## src/cse_pkg.sv

```systemverilog
package cse_pkg;

    localparam int ELEM_BITS = 16;
    localparam int DOT_W     = 42;
    localparam int NORM_W    = 41;
    localparam int HALF_W    = 21;
    localparam int PROD_W    = 84;
    localparam int SRCH_W    = 120;
    localparam int SIM_W     = 16;

    typedef enum logic [2:0] {
        ST_ACC,
        ST_MUL,
        ST_INIT,
        ST_SA,
        ST_SB,
        ST_OUT
    } t_state;

    typedef struct packed {
        logic       acc_en;
        logic       mul_en;
        logic [2:0] mul_idx;
        logic       srch_init;
        logic       srch_a;
        logic       srch_b;
        logic [3:0] bit_idx;
        logic       out_load;
    } t_cmd;

    typedef struct packed {
        logic pend_last;
        logic final_done;
        logic out_free;
    } t_sts;

endpackage

```

## src/cse_ctrl.sv

```systemverilog
module cse_ctrl (
    input  logic          i_clk,
    input  logic          i_rst_n,
    input  logic          i_s_tvalid,
    input  logic          i_s_tlast,
    output logic          o_s_tready,
    input  cse_pkg::t_sts i_sts,
    output cse_pkg::t_cmd o_cmd
);
    import cse_pkg::*;

    t_state     r_state, n_state;
    logic [3:0] r_cnt, n_cnt;

    // state and step counter
    always_ff @(posedge i_clk) begin
        if (!i_rst_n) begin
            r_state <= ST_ACC;
            r_cnt   <= '0;
        end else begin
            r_state <= n_state;
            r_cnt   <= n_cnt;
        end
    end

    // next state and commands
    always_comb begin
        n_state = r_state;
        n_cnt   = r_cnt;
        o_cmd   = '0;
        // a closing pair waits for the divide unit to be free
        o_s_tready = !i_s_tlast || ((r_state == ST_ACC) && !i_sts.pend_last);
        o_cmd.acc_en  = i_s_tvalid && o_s_tready;
        o_cmd.mul_idx = r_cnt[2:0];
        o_cmd.bit_idx = r_cnt;
        case (r_state)
            ST_ACC: begin
                if (i_sts.final_done) begin
                    n_state = ST_MUL;
                    n_cnt   = '0;
                end
            end
            ST_MUL: begin
                o_cmd.mul_en = 1'b1;
                n_cnt = r_cnt + 4'd1;
                if (r_cnt[2:0] == 3'd7) begin
                    n_state = ST_INIT;
                end
            end
            ST_INIT: begin
                o_cmd.srch_init = 1'b1;
                n_cnt   = 4'd15;
                n_state = ST_SA;
            end
            ST_SA: begin
                o_cmd.srch_a = 1'b1;
                n_state = ST_SB;
            end
            ST_SB: begin
                o_cmd.srch_b = 1'b1;
                if (r_cnt == 4'd0) begin
                    n_state = ST_OUT;
                end else begin
                    n_cnt   = r_cnt - 4'd1;
                    n_state = ST_SA;
                end
            end
            ST_OUT: begin
                if (i_sts.out_free) begin
                    o_cmd.out_load = 1'b1;
                    n_state = ST_ACC;
                end
            end
            default: begin
                n_state = ST_ACC;
            end
        endcase
    end

endmodule

```

## config.mk

```make
export PLATFORM = sky130hd
export DESIGN_NAME = cse_ctrl
export DESIGN_NICKNAME = d
export VERILOG_FILES = /design/src/cse_pkg.sv /design/src/cse_ctrl.sv
export SDC_FILE = /design/constraint.sdc
export NUM_CORES = 1
export LEC_CHECK = 0
export BUFFER_PORTS_ARGS = -buffer_cell sky130_fd_sc_hd__buf_2
export CORE_UTILIZATION = 44
export CTS_CLUSTER_DIAMETER = 40
export DETAILED_ROUTE_END_ITERATION = 8
export PLACE_DENSITY = 0.73
export SKIP_LAST_GASP = 1
export SLEW_MARGIN = 20
export SYNTH_ARGS = -nofsm -noshare
export SYNTH_HDL_FRONTEND = slang
export SYNTH_SLANG_ARGS = --single-unit
```

## constraint.sdc

```tcl
create_clock -name i_clk -period 1.95 [get_ports i_clk]
set_clock_uncertainty 0.2 [all_clocks]
set_input_delay 0.0975 -clock i_clk [delete_from_list [all_inputs] [get_ports i_clk]]
set_output_delay 0.0975 -clock i_clk [all_outputs]
set_load 0.1 [all_outputs]
```

==> summary.txt, run 1 <==
Synth
  • Post-synth EDFFs: 0
  • Fraction of registers with async set/reset: 0%
  • Synth Register Bits: 7
  • Synth unique cells: 38
  • Syn avg cell area: 7.648 um^2
  • Main flop type after synthesis: dfxtp_1
  • Dominant cell type by area after synthesis: dfxtp_1
  • Cell with the most instances after synthesis: dfxtp_1
  • Syn_nets: 98
  • Seq/Total Area, Yosys: 20.59%
  • Cell area after synthesis: 680.7 um^2
  • Top post-synthesis cells by area: dfxtp_1, nand2b_1, buf_4
  • Post-synth top cells: dfxtp_1, nand2b_1, nor2_1
  • Cells after synthesis: 89
  • Share of the synthesized area in the top cell type: 20.59%
  • Ys Warns: 0

STA
  • Fmax: 0.4996 GHz
  • Final period utilization: 102.7%
  • Setup-failing EPs final: 2
  • Minimum clock period after layout: 2.002 ns
  • RSZ-0062 raised after global routing: yes
  • Relative slew slack: 60.83%
  • Final setup margin: -0.05172 ns
  • Worst-margin pin slew: 0.5728 ns
  • Setup TNS: -0.06896 ns
  • Final Max Tran Viols: 0
  • Final hold vios: 0

Power and ir drop
  • VDD IR max: a little under 0.0006 V
  • Logic pwr share: 65.5%
  • PD cells: approximately 1100 nW/um^2
  • Switching power: 0.0006268 W
  • Sw frac: 56.62%
  • Lkg Pwr: 0.4042 nW
  • Pwr Total: ~0.0011 W
  • Sequential Power Share: 21.3%
  • Pint: 0.0004801 W
  • Power share of the clock group: 13.2%

CTS
  • H-tree levels: 1
  • CTS Buf Count: 3
  • CTS tree: built
  • Clock Root Buffer: clkbuf_4
  • Clk sinks: 7
  • Clk buf depth: 2
  • Reg clk slew, reported paths: 0.06 ns
  • Skew-Pair Late Insertion Delay: 0.27 ns
  • Post-CTS setup repair buffer count: 0

Layout
  • Fill count: 109
  • Layout cells sized above 1: between 40% and 50%
  • Storage cell area: 151.4 um^2
  • Multi-input logic area: 523.0 um^2
  • Antenna cells: 0
  • Fin nets: 122
  • Synthesis-to-layout area growth: 42.46%

Critical path
  • Flop-to-flop setup slack: -0.05 ns
  • Data required time of the worst path: 1.91 ns
  • Worst setup SP type: register
  • CP Max Fanout: 3
  • Crit end category: register
  • Arrival @ worst endpoint: roughly 2.0 ns
  • Critical path class: register to register

Place
  • Hpwl dp: between 1 and 1.5 mm
  • Count of input and output buffers: 20
  • GP Congestion: 0.8583

Die
  • FP Rows: 13
  • Core area: 1366 um^2
  • Die Y: 41.33 um
  • Die X: 41.33 um
  • Die ar.: 1708 um^2
  • Initial Util: 49.82%
  • IO Count: 21

GRT
  • Largest net degree at the start of global routing: 19
  • Initial antenna violation count: 0
  • First-pass GRT wire length: 2.946 mm
  • Number of global-route vias before repair: 645
  • GRT Overall Usage: 27.52%
  • Global route total overflow: 0

Route
  • Drt total wl: ~1.9 mm
  • Initial DRC count: 25
  • Post-route ant nets: 0
  • WL per Instance: 14.92 um
  • DR vias: 780
  • Via density: about 6.1
  • Residual DRC: 0
  • TritonRoute pass-1 iters: 5

Outcome
  • Outcome: complete, but fails checks
  • Failing checks: negative setup slack

Job
  • MaxCap Viol Count: 0

Worst hold path
  • HP Class: input port to register
## worst max-delay path: stages (launching register included)
cell     delay [ns]
dfxtp_1        0.31
or3b_4         0.43
xnor2_2        0.15
ha_2           0.19
nor2_2         0.09
xor2_1         0.16
o22ai_1        0.12
o221a_1        0.25
## area by class of cell
class | instances | share of cell area, %
clock buffers | 4 | 2.710
inverters | 5 | 2.323
multi-input cells | 68 | 53.94
flip-flops and latches | 7 | 15.61
well taps | 15 | 1.935
repair buffers | 28 | 23.48
## registers in the layout, summed over array words and instances (netlist names)
| register | count |
|---|---|
| r_cnt | 4 |
| r_state | 3 |
## repair_timing
action | in CTS | in global routing
hold endpoints to repair | 6 | 0
setup endpoints to repair | 2 | 4
resized for setup | 4 | 3
pin swaps | 3 | 5
hold buffers | 2 | 0
## placed cells by master (no fill, tap or decap), types with 2 or more instances in the layout
cell type and count:
nand2b_1 6, buf_4 6, a211oi_1 2, nor3_1 3
nand2_1 5, nor2_2 3, nor2_1 3, o211ai_1 3
o221a_1 2, dfxtp_1 2, buf_2 15, o22ai_1 3
dfxtp_2 3, inv_1 3, nor3_2 2, buf_12 4
o22a_1 2, dlygate4sd3_1 2, clkbuf_4 4, o21ai_0 4
a21oi_1 4, o21ai_1 2, dfxtp_4 2
## routing by layer
| layer | vias up | track usage (%) | share of wire, % |
|---|---|---|---|
| li1 | 380 | - | - |
| met1 | 358 | 32.36 | 41 |
| met2 | 33 | 44.92 | 50 |
| met3 | 9 | 8.511 | 6.1 |
| met4 | 0 | 13.71 | 2.7 |
| met5 | - | 0 | 0 |
## path summary, 6_finish.rpt
| check | startpoint | end | cells after the start |
|---|---|---|---|
| worst min register to register | r_cnt[2] | r_cnt[2] | 1 |
| worst min-delay path | i_sts[1] | r_state[0] | 3 |
| worst max-delay path | r_state[0] | r_cnt[2] | 7 |
| worst max register to register | r_state[0] | r_cnt[2] | 7 |
## cell families (layout without fill, tap and decap cells)
logic type      count (synthesis)  after routing  synth area share [%]
buf+inv                        14             37                 10.66
flops                           7              7                 20.59
fa+ha+maj                       2              2                 3.676
compound gates                 32             32                 34.19
xor+xnor                        3              3                 3.861
simple gates                   31             31                 27.02
## through the flow
stage / hold slack [ns] / std cells / setup slack, ns / area (um^2) / util, %
2_1_floorplan: 0.02066 / 89 / -0.5729 / 735.7 / -
3_3_place_gp: 0.1891 / 121 / 0.01067 / 902.1 / 66.03
3_5_place_dp: 0.1868 / 121 / -0.06782 / 902.1 / 66.03
4_1_cts: 0.02019 / 127 / -0.05838 / 954.7 / 69.87
5_1_grt: 0.06215 / 127 / -0.1297 / 969.7 / 70.97
6_report: 0.02496 / 127 / -0.05172 / 969.7 / 70.97
## power by group through the flow
| stage | combinational (W) | sequential [W] | clock (W) |
|---|---|---|---|
| 2_1_floorplan | 0.000475 | 0.000332 | 0 |
| 3_3_place_gp | 0.000690 | 0.000233 | 0 |
| 3_5_place_dp | 0.000700 | 0.000235 | 0 |
| 4_1_cts | 0.000711 | 0.000234 | 0.000149 |
| 5_1_grt | 0.000763 | 0.000243 | 0.000159 |
| 6_report | 0.000725 | 0.000235 | 0.000146 |
Power figures use the tool's default switching activity.
==> run 2: changes to the inputs <==
SKIP_CTS_REPAIR_TIMING = 1   (was not set)
==> summary.txt, run 2 (synthesis gave the netlist of run 1 again) <==
Outcome
  • Outcome: complete, but fails checks (unchanged)
  • Failing checks: negative hold slack, negative setup slack (was negative setup slack)

Die
  • FP Rows: 13 (unchanged)
  • IO Count: 21 (unchanged)
  • Die X: 41.33 um (unchanged)
  • Core area: 1366 um^2 (unchanged)
  • Initial Util: 49.82% (unchanged)
  • Die ar.: 1708 um^2 (unchanged)
  • Die Y: 41.33 um (unchanged)

Job
  • MaxCap Viol Count: 0 (unchanged)

GRT
  • Global route total overflow: 0 (unchanged)
  • Initial antenna violation count: 0 (unchanged)
  • Number of global-route vias before repair: 627 (was 645)
  • First-pass GRT wire length: 2.973 mm (was 2.946 mm)
  • Largest net degree at the start of global routing: 19 (unchanged)
  • GRT Overall Usage: 27.86% (was 27.52%)

Critical path
  • Worst setup SP type: register (unchanged)
  • Critical path class: register to register (unchanged)
  • Arrival @ worst endpoint: 1.97 ns (was 1.96 ns)
  • Crit end category: register (unchanged)
  • Data required time of the worst path: 1.91 ns (about the same)
  • CP Max Fanout: 3 (unchanged)

Route
  • WL per Instance: 14.88 um (was 14.92 um)
  • Residual DRC: 0 (unchanged)
  • DR vias: 772 (was 780)
  • Drt total wl: 1.875 mm (was 1.895 mm)
  • TritonRoute pass-1 iters: 4 (was 5)
  • Initial DRC count: 23 (was 25)
  • Post-route ant nets: 0 (unchanged)
  • Via density: 6.127 (was 6.142)

CTS
  • Skew-Pair Late Insertion Delay: 0.27 ns (about the same)
  • Clk buf depth: 2 (unchanged)
  • Clk sinks: 7 (unchanged)
  • CTS Buf Count: 3 (unchanged)
  • H-tree levels: 1 (unchanged)
  • CTS tree: built (unchanged)
  • Clock Root Buffer: clkbuf_4 (unchanged)
  • Reg clk slew, reported paths: 0.06 ns (about the same)

Place
  • Count of input and output buffers: 20 (unchanged)
  • Hpwl dp: 1.342 mm (unchanged)
  • Area after DPL: 902.1 um^2 (unchanged)
  • GP Congestion: 0.8583 (unchanged)

Layout
  • Flip-flop count of the largest register after layout: 4 (unchanged)
  • Synthesis-to-layout area growth: 39.15% (was 42.46%)
  • Fin nets: 121 (was 122)
  • Most flops, register: r_cnt (unchanged)
  • Antenna cells: 0 (unchanged)
  • Layout cells sized above 1: 44.14% (was 45.54%)
  • Most common cell after layout, fill and taps aside: buf_2 (unchanged)
  • Commonest non-fill, non-tap cells in the layout: buf_2, nand2b_1, buf_4, nand2_1, o21ai_0 (was buf_2, nand2b_1, buf_4, nand2_1)
  • Design area: 947.2 um^2 (was 969.7 um^2)
  • Biggest regs: r_cnt x4, r_state x3 (unchanged)

STA
  • Minimum clock period after layout: 2.011 ns (was 2.002 ns)
  • RSZ-0062 raised after global routing: yes (unchanged)
  • Relative slew slack: 62.20% (was 60.83%)
  • Hold_ws: -0.009432 ns (was 0.02496 ns)
  • Setup-failing EPs final: 2 (unchanged)
  • Fmax: 0.4972 GHz (was 0.4996 GHz)
  • Final period utilization: 103.1% (was 102.7%)
  • Worst-margin pin slew: 0.5527 ns (was 0.5728 ns)
  • Final Max Tran Viols: 0 (unchanged)
  • Final hold vios: 1 (was 0)
  • Final setup margin: -0.06121 ns (was -0.05172 ns)

Power and ir drop
  • Lkg Pwr: 0.3919 nW (was 0.4042 nW)
  • PD cells: 1155 nW/um^2 (was 1141 nW/um^2)
  • VDD IR max: 0.0005781 V (was 0.0005798 V)

Worst hold path
  • HP Class: input port to register (unchanged)
run 2: cell count changes in the layout (fill, tap and decap cells not counted), sizes merged:
cell,previous run,this run
dlygate4sd3,2,1
run 2: area by class of cell:
class | count | area, um^2
Inverter | 5 | 22.52
Clock buffer | 4 | 26.28
Tap cell | 15 | 18.77
Sequential cell | 7 | 151.4
Fill cell | 115 | 419.2
Multi-Input combinational cell | 68 | 510.5
Timing Repair Buffer | 27 | 217.7
run 2: metrics by stage:
| stage | worst slack, ns | cells | utilization, % | power (W) | setup TNS (ns) |
|---|---|---|---|---|---|
| floorplan | -0.5729 | 89 | - | 0.0008064 | -1.827 |
| global placement | 0.01067 | 121 | 66.03 | 0.0009223 | 0 |
| detailed placement | -0.06782 | 121 | 66.03 | 0.0009346 | -0.07966 |
| CTS | -0.08326 | 125 | 67.95 | 0.001086 | -0.1099 |
| global route | -0.1534 | 126 | 69.32 | 0.001152 | -0.3033 |
| finish | -0.06121 | 126 | 69.32 | 0.001094 | -0.08548 |
run 2: path summary, 6_finish.rpt:
check        depth (start not counted)    endpoint  slack (ns)        from
max reg2reg                          7    r_cnt[2]       -0.06  r_state[0]
min                                  4  r_state[0]      -0.009    i_sts[0]
max                                  7    r_cnt[2]       -0.06  r_state[0]
min reg2reg                          1    r_cnt[2]        0.42    r_cnt[2]
run 2: critical path: stages (launching register included):
cell and delay, ns:
dfxtp_1 0.31, or3b_4 0.42, xnor2_1 0.14, ha_2 0.19, nor2_2 0.11, xor2_1 0.16
o22ai_1 0.11, o221a_1 0.25
run 2: where the power goes:
part	leakage, nW	internal, W	switching, W
Combinational	0.317	0.000219	0.000493
Sequential	0.0601	0.000175	0.0000592
Clock	0.0150	0.0000791	0.0000690
Total	0.392	0.000473	0.000621
run 2: per-layer routing:
layer	part of all wire (%)	wire (um)	GRT usage, %	up-vias
li1	-	-	-	372
met1	40	754	33.66	362
met2	50	939	46.88	33
met3	8.0	150	7.979	5
met4	1.5	29	9.677	0
met5	0	0	0	-
